**config.mk**
```make
export PLATFORM = sky130hd
export DESIGN_NAME = escaped_frame_deframer_unit
export DESIGN_NICKNAME = d
export VERILOG_FILES = /design/src/hw/rtl/efd_pkg.sv /design/src/hw/rtl/escaped_frame_deframer_unit.sv
export SDC_FILE = /design/constraint.sdc
export NUM_CORES = 1
export LEC_CHECK = 0
export BUFFER_PORTS_ARGS = -buffer_cell sky130_fd_sc_hd__buf_2
export CAP_MARGIN = 20
export CORE_MARGIN = 3
export CORE_UTILIZATION = 59
export CTS_CLUSTER_DIAMETER = 40
export DETAILED_ROUTE_END_ITERATION = 6
export GPL_TIMING_DRIVEN = 0
export PLACE_DENSITY = 0.92
export SETUP_SLACK_MARGIN = 0.2
export SLEW_MARGIN = 20
export SYNTH_ARGS = -nofsm -noshare
export SYNTH_HDL_FRONTEND = slang
export SYNTH_SLANG_ARGS = --single-unit
```
**constraint.sdc**
```tcl
create_clock -name clock -period 9.9 [get_ports clock]
set_input_delay 2.97 -clock clock [delete_from_list [all_inputs] [get_ports clock]]
set_output_delay 2.97 -clock clock [all_outputs]
set_load 0.02 [all_outputs]
```
**src/hw/rtl/efd_pkg.sv**
```systemverilog
// Shared types and constants for the escaped frame deframer.
// Holds result kind codes and register indexes; no dependencies.
`default_nettype none

package efd_pkg;

   typedef enum logic [2:0] {
      KIND_DATA          = 3'd0,
      KIND_ACCEPTED      = 3'd1,
      KIND_MISMATCH      = 3'd2,
      KIND_NOT_CONNECTED = 3'd3,
      KIND_ESCAPE_ERROR  = 3'd4,
      KIND_STRAY_START   = 3'd5,
      KIND_OVERFLOW      = 3'd6
   } kind_type;

   typedef enum logic [2:0] {
      REG_START_CODE    = 3'd0,
      REG_END_CODE      = 3'd1,
      REG_ESCAPE_CODE   = 3'd2,
      REG_LOCAL_ADDRESS = 3'd3,
      REG_LINK_ACTIVE   = 3'd4
   } reg_index_type;

   localparam int unsigned CSR_ADDR_W = 5;

   localparam logic [7:0]  START_CODE_RESET  = 8'd2;
   localparam logic [7:0]  END_CODE_RESET    = 8'd3;
   localparam logic [7:0]  ESCAPE_CODE_RESET = 8'd16;
   localparam logic [31:0] ADDRESS_RESET     = 32'd0;

endpackage

`default_nettype wire

```
**src/hw/rtl/escaped_frame_deframer_unit.sv**
```systemverilog
// Escaped frame deframer top level: stuffed byte stream in, data and status words out.
// Depends on efd_pkg for kind codes and register indexes.
//
//   channel  direction  handshake          payload
//   req      in         req_valid/stall    req_rx_byte
//   rsp      out        rsp_valid/stall    rsp_item_kind, rsp_data_byte,
//                                          rsp_byte_index, rsp_frame_length
//   csr      in/out     APB-style          csr_paddr, csr_pwdata, csr_prdata
//
// One byte accepted per cycle while req_stall is low; any result word it yields
// appears in the single result register the following cycle.
// Synchronous reset clears frame state and output valid and resets the CSRs.
// req_stall rises only while a result word is held and rsp_stall is high.
`default_nettype none

module escaped_frame_deframer_unit #(
   parameter int unsigned MAX_FRAME_BYTES = 2048
) (
   input  wire logic                           clock,
   input  wire logic                           reset,
   input  wire logic                           req_valid,
   output logic                                req_stall,
   input  wire logic [7:0]                     req_rx_byte,
   output logic                                rsp_valid,
   input  wire logic                           rsp_stall,
   output logic [2:0]                          rsp_item_kind,
   output logic [7:0]                          rsp_data_byte,
   output logic [10:0]                         rsp_byte_index,
   output logic [11:0]                         rsp_frame_length,
   input  wire logic                           csr_psel,
   input  wire logic                           csr_penable,
   input  wire logic                           csr_pwrite,
   input  wire logic [efd_pkg::CSR_ADDR_W-1:0] csr_paddr,
   input  wire logic [31:0]                    csr_pwdata,
   output logic [31:0]                         csr_prdata,
   output logic                                csr_pready
);

   localparam int unsigned CNT_W = $clog2(MAX_FRAME_BYTES + 1);

   logic [7:0]  start_code_ff;
   logic [7:0]  end_code_ff;
   logic [7:0]  escape_code_ff;
   logic [31:0] local_address_ff;
   logic        link_active_ff;

   logic             inside_ff,   inside_in;
   logic             escape_ff,   escape_in;
   logic [CNT_W-1:0] count_ff,    count_in;
   logic [15:0]      declared_ff, declared_in;
   logic             overflow_ff, overflow_in;

   logic                 rsp_valid_ff, rsp_valid_in;
   efd_pkg::kind_type    kind_ff,      kind_in;
   logic [7:0]           data_ff,      data_in;
   logic [10:0]          index_ff,     index_in;
   logic [11:0]          length_ff,    length_in;

   logic                   csr_write;
   efd_pkg::reg_index_type csr_index;
   logic                   req_accept;
   logic                   out_free;
   logic [15:0]            count_wide;
   logic [7:0]             c;
   logic                   take;
   logic                   close;
   efd_pkg::kind_type      close_kind;

   assign csr_pready = 1'b1;
   assign csr_index  = efd_pkg::reg_index_type'(csr_paddr[4:2]);
   assign csr_write  = csr_psel && csr_penable && csr_pwrite;

   always_comb begin
      case (csr_index)
         efd_pkg::REG_START_CODE:    csr_prdata = {24'd0, start_code_ff};
         efd_pkg::REG_END_CODE:      csr_prdata = {24'd0, end_code_ff};
         efd_pkg::REG_ESCAPE_CODE:   csr_prdata = {24'd0, escape_code_ff};
         efd_pkg::REG_LOCAL_ADDRESS: csr_prdata = local_address_ff;
         efd_pkg::REG_LINK_ACTIVE:   csr_prdata = {31'd0, link_active_ff};
         default:                    csr_prdata = 32'd0;
      endcase
   end

   assign out_free   = !(rsp_valid_ff && rsp_stall);
   assign req_stall  = !out_free;
   assign req_accept = req_valid && out_free;
   assign count_wide = 16'(count_ff);
   assign c          = req_rx_byte;

   always_comb begin
      inside_in   = inside_ff;
      escape_in   = escape_ff;
      count_in    = count_ff;
      declared_in = declared_ff;
      overflow_in = overflow_ff;
      take        = 1'b0;
      close       = 1'b0;
      close_kind  = efd_pkg::KIND_ACCEPTED;

      if (!inside_ff) begin
         if (c == start_code_ff) begin
            inside_in   = 1'b1;
            escape_in   = 1'b0;
            count_in    = '0;
            declared_in = 16'd0;
            overflow_in = 1'b0;
         end
      end else if (escape_ff) begin
         escape_in = 1'b0;
         if (c == start_code_ff || c == end_code_ff || c == escape_code_ff) begin
            take = 1'b1;
         end else begin
            close      = 1'b1;
            close_kind = efd_pkg::KIND_ESCAPE_ERROR;
         end
      end else if (c == start_code_ff) begin
         close      = 1'b1;
         close_kind = efd_pkg::KIND_STRAY_START;
      end else if (c == end_code_ff) begin
         close = 1'b1;
         if (overflow_ff) begin
            close_kind = efd_pkg::KIND_OVERFLOW;
         end else if (local_address_ff == 32'd0 || !link_active_ff) begin
            close_kind = efd_pkg::KIND_NOT_CONNECTED;
         end else if (declared_ff != count_wide) begin
            close_kind = efd_pkg::KIND_MISMATCH;
         end else begin
            close_kind = efd_pkg::KIND_ACCEPTED;
         end
      end else if (c == escape_code_ff) begin
         escape_in = 1'b1;
      end else begin
         take = 1'b1;
      end

      if (close) begin
         inside_in = 1'b0;
         escape_in = 1'b0;
      end

      kind_in      = efd_pkg::KIND_DATA;
      data_in      = 8'd0;
      index_in     = 11'd0;
      length_in    = 12'd0;
      rsp_valid_in = 1'b0;

      if (take) begin
         if (count_wide >= 16'(MAX_FRAME_BYTES)) begin
            overflow_in = 1'b1;
         end else begin
            if (count_wide == 16'd2) begin
               declared_in = {c, declared_ff[7:0]};
            end else if (count_wide == 16'd3) begin
               declared_in = {declared_ff[15:8], c};
            end
            count_in     = count_ff + CNT_W'(1);
            rsp_valid_in = 1'b1;
            kind_in      = efd_pkg::KIND_DATA;
            data_in      = c;
            index_in     = count_wide[10:0];
         end
      end else if (close) begin
         rsp_valid_in = 1'b1;
         kind_in      = close_kind;
         length_in    = count_wide[11:0];
      end
   end

   always_ff @(posedge clock) begin
      if (reset) begin
         start_code_ff    <= efd_pkg::START_CODE_RESET;
         end_code_ff      <= efd_pkg::END_CODE_RESET;
         escape_code_ff   <= efd_pkg::ESCAPE_CODE_RESET;
         local_address_ff <= efd_pkg::ADDRESS_RESET;
         link_active_ff   <= 1'b0;
      end else if (csr_write) begin
         case (csr_index)
            efd_pkg::REG_START_CODE:    start_code_ff    <= csr_pwdata[7:0];
            efd_pkg::REG_END_CODE:      end_code_ff      <= csr_pwdata[7:0];
            efd_pkg::REG_ESCAPE_CODE:   escape_code_ff   <= csr_pwdata[7:0];
            efd_pkg::REG_LOCAL_ADDRESS: local_address_ff <= csr_pwdata;
            efd_pkg::REG_LINK_ACTIVE:   link_active_ff   <= csr_pwdata[0];
            default: ;
         endcase
      end
   end

   always_ff @(posedge clock) begin
      if (reset) begin
         inside_ff    <= 1'b0;
         escape_ff    <= 1'b0;
         count_ff     <= '0;
         declared_ff  <= 16'd0;
         overflow_ff  <= 1'b0;
         rsp_valid_ff <= 1'b0;
      end else begin
         if (req_accept) begin
            inside_ff   <= inside_in;
            escape_ff   <= escape_in;
            count_ff    <= count_in;
            declared_ff <= declared_in;
            overflow_ff <= overflow_in;
         end
         if (out_free) begin
            rsp_valid_ff <= req_accept && rsp_valid_in;
         end
      end
   end

   // load payload only with a fresh word; hold while stalled
   always_ff @(posedge clock) begin
      if (out_free && req_accept && rsp_valid_in) begin
         kind_ff   <= kind_in;
         data_ff   <= data_in;
         index_ff  <= index_in;
         length_ff <= length_in;
      end
   end

   assign rsp_valid        = rsp_valid_ff;
   assign rsp_item_kind    = kind_ff;
   assign rsp_data_byte    = data_ff;
   assign rsp_byte_index   = index_ff;
   assign rsp_frame_length = length_ff;

endmodule

`default_nettype wire
```
==> reports/qor.yml, run 1 <==
via_count: 5327
die-area_um2: 11000
worst_clock_skew_ns: 0.00927
cts_buffer_depth: 2
synth_fp_nets: 660
timing.final.crit_period_ns: 7.60
setup_tns_ns: 0
drcViolationCount: 0
ys_warn_count: 0
ff_latch_area_um2: 2800
ctsResizeCount: 0
first_pass_iters: 6
design_area_um2: 7200
combPwrFrac_pct: 4.1
grt.total_usage_pct: 29.5
synth_cells: 605
arrival_ns: 4.63
syn_avg_cell_area_um2: 9.53
clock-sinks: 123
fin_total_pwr_w: 0.00125
crit_type: "in2out"
insertion_delay_ns: 0.53
crit_required_ns: 6.93
post_cts_buffers: 0
hpwl_um: 10800
startpoint_type: "input port"
gr-total-overflow: 0
min_path_type: "reg2reg"
sw_frac_of_total_pct: 21.4
final_cells: 883
drv_slew: 0
final_cell_mix: "buf_2 (118), dfxtp_1 (89), nand2_1 (81), a21oi_1 (43)"
cts_tree: "done"
fin_crit_sh_pct: 76.7
ys_ff_latch: 123
rsz0062_at_grt: "no"
grt_max_degree: 33
cp_max_fo: 10
insertedDiodeCount: 0
gp_congestion: 0.933
nNetsFinal: 796
wire_per_inst_um: 18.0
syn_area_um2: 5760
fp.coreArea_um2: 9370
seqPwrFrac_pct: 41.5
htree_num_levels: 4
rows: 35
clkTransAtPathRegs_ns: 0.06
synthFlopType: "dfxtp_1"
start_util_pct: 61.5
pin_count: 121
fillers: 623
die_w_um: 105
grt_pass1_vias: 5289
ys_top_cells_by_area: "dfxtp_1 (31%), edfxtp_1 (18%), nand2_1 (5.3%), mux2i_1 (4.7%), xor2_1 (4.0%)"
total_leakage_power_nw: 3.04
p_int_w: 0.000980
drt_wl_total_um: 15900
tightest_slew_ns: 1.02
grt_pass1_wl_um: 25800
power_density_nw_per_um2: 173
synth_edf_count: 34
cts_made_buffers: 17
reg2reg_from: "end_code_ff[7]$_SDFFE_PP0P_"
via_per_inst: 6.03
final_common_cell: "buf_2"
yosysTopAreaCell: "dfxtp_1"
setup_viol: 0
root_buffer: "clkbuf_8"
fmax_ghz: 0.132
syn2layout_area_growth_pct: 24.9
slew_headroom_pct: 31.9
synthArstFlopShare_pct: 0
cts_hold_buf: 0
yosysSeqAreaShare_pct: 48.6
synth.distinct_cells: 56
outcome: "completed"
place_inst: 851
io_buffers: 116
drt_iter0_markers: 374
worstHoldStart: "local_address_ff[14]$_SDFFE_PP0P_"
critPathLaunch: "csr_paddr[2]"
switching_power_w: 0.000266
antenna_found_initial: 0
die_h_um: 105
pwr-share-clk_pct: 54.4
maxCapViolCount: 0
endpoint_kind: "output pin"
ant_nets: 0
vdd_drop_max_mv: 0.117
multiInputGateArea_um2: 2680
yosys.area.top_type_share_pct: 30.9
placed_area_um2: 6530
finalHoldViolCount: 0
drive_above_1_share_pct: 23.9
-- routing by layer --
| metal | share of wire, % | GRT usage [%] | wire length (um) |
|---|---|---|---|
| met4 | 4.3 | 13.6 | 684 |
| met3 | 9.6 | 7.84 | 1520 |
| met2 | 50 | 51.6 | 7890 |
| met1 | 36 | 33.4 | 5790 |
| met5 | 0 | 0 | 0 |
-- registers in the layout (all words and copies together), names as in the netlist --
register and flops:
count_ff 12, declared_ff 16, end_code_ff 8, escape_code_ff 8, escape_ff 1, inside_ff 1, link_active_ff 1, local_address_ff 32
overflow_ff 1, rsp_byte_index 11, rsp_data_byte 8, rsp_frame_length 12, rsp_item_kind 3, rsp_valid 1, start_code_ff 8
-- synthesized netlist by cell type (2+ instances only) --
cell,n
dfxtp_1,89
nand2_1,81
a21oi_1,43
nor2_1,38
inv_1,37
edfxtp_1,34
nor4_1,32
and2_1,28
mux2i_1,27
clkbuf_1,26
xor2_1,26
o22ai_1,19
and3_1,16
xnor2_1,12
mux4_2,7
nor2b_1,7
a31oi_1,6
nand3_1,6
nand4_1,6
o21ai_0,6
nor3_1,5
buf_1,4
buf_4,4
o21ai_1,4
ha_1,3
nand2b_1,3
a311oi_1,2
buf_2,2
o31ai_1,2
or2b_1,2
or3_1,2
or4_1,2
-- power groups by stage --
stage	combinational [W]	sequential, W	clock, W
floorplan	0.0000263	0.000528	0
global placement	0.0000468	0.000528	0
detailed placement	0.0000486	0.000528	0
CTS	0.0000498	0.000518	0.000677
global route	0.0000547	0.000518	0.000703
finish	0.0000507	0.000518	0.000678
-- layout make-up --
type / count / share of cell area (%)
inverters: 37 / 1.93
flip-flops and latches: 123 / 38.9
well taps: 129 / 2.24
plain buffers: 36 / 2.12
repair buffers: 117 / 8.34
clock inverters: 10 / 2.03
multi-input cells: 409 / 37.2
clock buffers: 22 / 7.18
-- kinds of logic (layout without fill, tap and decap cells) --
group / after synthesis / count (layout) / share of synthesized area (%)
other: 1 / 1 / 0.0651
and+or+nand+nor: 239 / 239 / 21.3
adders and majority gates: 3 / 3 / 0.651
muxes: 34 / 34 / 7.42
buffers and inverters: 73 / 222 / 5.06
AOI/OAI and AO/OA: 94 / 94 / 11.1
DFF: 123 / 123 / 48.6
xor gates and xnor gates: 38 / 38 / 5.77
-- worst paths after layout --
kind | to | slack, ns | cells past startpoint
max | csr_prdata[1] | 2.30 | 5
min | local_address_ff[14]$_SDFFE_PP0P_ | 0.47 | 2
max reg2reg | rsp_data_byte[1]$_SDFFCE_PP0P_ | 7.12 | 8
min reg2reg | local_address_ff[14]$_SDFFE_PP0P_ | 0.47 | 2
-- per-stage QoR --
stage	setup WS [ns]	util (%)	hold WS, ns
after global placement	2.41	69.4	0.452
final	2.30	76.8	0.469
after global routing	2.20	76.8	0.492
after detailed placement	2.38	69.7	0.462
after floorplan	2.79	-	0.444
after CTS	2.29	76.8	0.469
-- critical path, stage by stage --
cell and delay (ns):
buf_2 0.10, buf_1 0.55, mux4_2 0.64, nor2b_1 0.17, buf_2 0.19
Note: power is estimated with default switching activity, not from simulation.
==> inputs of run 2 (changes only) <==
- CORE_UTILIZATION: 59 -> 55
- PLACE_DENSITY: 0.92 -> 0.87
- clock period: 9.9 -> 7.7 ns (I/O delays scaled with it)
==> run 2 against run 1 <==
Compared with the run above: critical path depth stayed put; critical endpoint is now csr_prdata[6]; non-clock buffer count stayed put; the run now ends with DRC left; critical path type unchanged; largest power group unchanged; highest routed layer unchanged; cell count is 0.45% higher.
==> reports/qor.yml, run 2 (synthesis gave the netlist of run 1 again) <==
cts_made_buffers: 17  # unchanged
violations: "DRC"
first_pass_iters: 7  # +1
htree_num_levels: 4  # unchanged
via_per_inst: 5.73  # -5.0%
rsz0062_at_grt: "no"
nNetsFinal: 796  # unchanged
top_register: "local_address_ff"
fin_crit_sh_pct: 80.6
final_cell_mix: "buf_2 (118), dfxtp_1 (89), nand2_1 (81), a21oi_1 (43)"
fillers: 722  # +16%
via_count: 5082  # -4.6%
gp_congestion: 0.874  # -6.4%
multiInputGateArea_um2: 2680  # unchanged
cts_buffer_depth: 2  # unchanged
start_util_pct: 57.6  # -3.9 points
met1_usage_pct: 30.2  # -3.2 points
min_to: "local_address_ff[24]$_SDFFE_PP0P_"
root_buffer: "clkbuf_8"
cp_max_fo: 10  # unchanged
drive_above_1_share_pct: 23.6  # -0.27 points
gr-total-overflow: 0  # unchanged
post_cts_buffers: 0  # unchanged
r2r.worst_path.cells: 8  # unchanged
slew_headroom_pct: 39.5  # +7.6 points
power_density_nw_per_um2: 211  # +22%
rows: 36  # +2.9%
setup_viol: 0  # unchanged
worstHoldStart: "local_address_ff[24]$_SDFFE_PP0P_"
die_h_um: 108  # +3.4%
fmax_ghz: 0.161
largest_reg_flops: 32  # unchanged
grt_max_degree: 34  # +3.0%
worst_clock_skew_ns: 0.0107  # +0.00145 ns
ant_nets: 0  # unchanged
pin_count: 121  # unchanged
grt_pass1_wl_um: 24000  # -7.0%
arrival_ns: 3.90  # -0.73 ns
final_cells: 887  # +0.45%
whs_ns: 0.469  # -0.000358 ns
crit_required_ns: 5.39  # -1.54 ns
fp.coreArea_um2: 10000  # +6.7%
utilization_pct: 71.2  # -5.5 points
setup_tns_ns: 0  # unchanged
endpoint_kind: "output pin"
grt_pass1_vias: 5021  # -5.1%
place_inst: 855  # +0.47%
grt.total_usage_pct: 26.0  # -3.4 points
holdPathStages: 2  # unchanged
antenna_found_initial: 0  # unchanged
finalHoldViolCount: 0  # unchanged
maxCapViolCount: 0  # unchanged
cts_tree: "done"
r2r_setup_slack_ns: 4.88  # -2.24 ns
vdd_drop_max_mv: 0.163  # +39%
use_met2_pct: 46.5  # -5.1 points
wire_per_inst_um: 16.8  # -6.6%
crit_type: "in2out"
io_buffers: 116  # unchanged
die_w_um: 108  # +3.4%
startpoint_type: "input port"
ctsResizeCount: 0  # unchanged
drt_wl_total_um: 14900  # -6.2%
timing.final.crit_period_ns: 6.21
total_leakage_power_nw: 3.00  # -1.4%
top_regs: "local_address_ff x32, declared_ff x16"
min_path_type: "reg2reg"
hpwl_um: 10800  # +0.44%
outcome: "finished, violations left"
syn2layout_area_growth_pct: 23.6
drt_iter0_markers: 281  # -25%
reg2reg_from: "end_code_ff[7]$_SDFFE_PP0P_"
ff_latch_area_um2: 2800  # unchanged
cts_hold_buf: 0  # unchanged
final_common_cell: "buf_2"
clock-sinks: 123  # unchanged
clkTransAtPathRegs_ns: 0.06  # about the same
insertedDiodeCount: 0  # unchanged
reg2reg_to: "rsp_data_byte[4]$_SDFFCE_PP0P_"
drcViolationCount: 1  # +1
grt.busiest_layer: "met2"
die-area_um2: 11700  # +6.8%
met3_usage_pct: 7.22  # -0.62 points
drv_slew: 0  # unchanged
insertion_delay_ns: 0.52  # about the same
tightest_slew_ns: 0.903  # -0.113 ns
[run 2: worst max-delay path by stage]
stage	startpoint	end	slack, ns	cells after the start
final	csr_paddr[2]	csr_prdata[6]	1.49	5
after global routing	csr_paddr[2]	csr_prdata[6]	1.39	5
after CTS	csr_paddr[2]	csr_prdata[6]	1.49	5
after detailed placement	csr_paddr[2]	csr_prdata[6]	1.49	5
after global placement	req_rx_byte[7]	rsp_data_byte[6]$_SDFFCE_PP0P_	1.47	8
after floorplan	csr_paddr[2]	csr_prdata[1]	1.91	3
[run 2: area by class of cell]
type,instances,share of cell area [%]
Buffer,36,2.14
Tap cell,133,2.34
Sequential cell,123,39.3
Clock buffer,20,6.27
Timing Repair Buffer,117,8.43
Multi-Input combinational cell,409,37.6
Clock inverter,12,1.95
Inverter,37,1.95
[run 2: layer usage]
layer	routed length, um	vias up	part of all wire (%)
li1	-	2402	-
met1	5730	2367	38
met2	7590	285	51
met3	1330	28	8.9
met4	259	0	1.7
met5	0	-	0
[run 2: per-stage QoR]
stage / area, um^2 / setup slack [ns] / power [W]
4_1_cts: 7120 / 1.49 / 0.00150
5_1_grt: 7120 / 1.39 / 0.00154
6_report: 7120 / 1.49 / 0.00150
3_3_place_gp: 6510 / 1.47 / 0.000740
2_1_floorplan: 5760 / 1.91 / 0.000713
3_5_place_dp: 6540 / 1.49 / 0.000742
[run 2: critical path, stage by stage]
cell     delay (ns)
buf_2          0.10
buf_1          0.54
mux4_2         0.59
nor2b_1        0.16
buf_2          0.18
[run 2: power breakdown]
part	switching (W)	internal [W]	leakage, nW
clock	0.000292	0.000483	0.285
combinational	0.0000398	0.0000242	1.68
sequential	0.00000213	0.000664	1.03
total	0.000334	0.00117	3.00
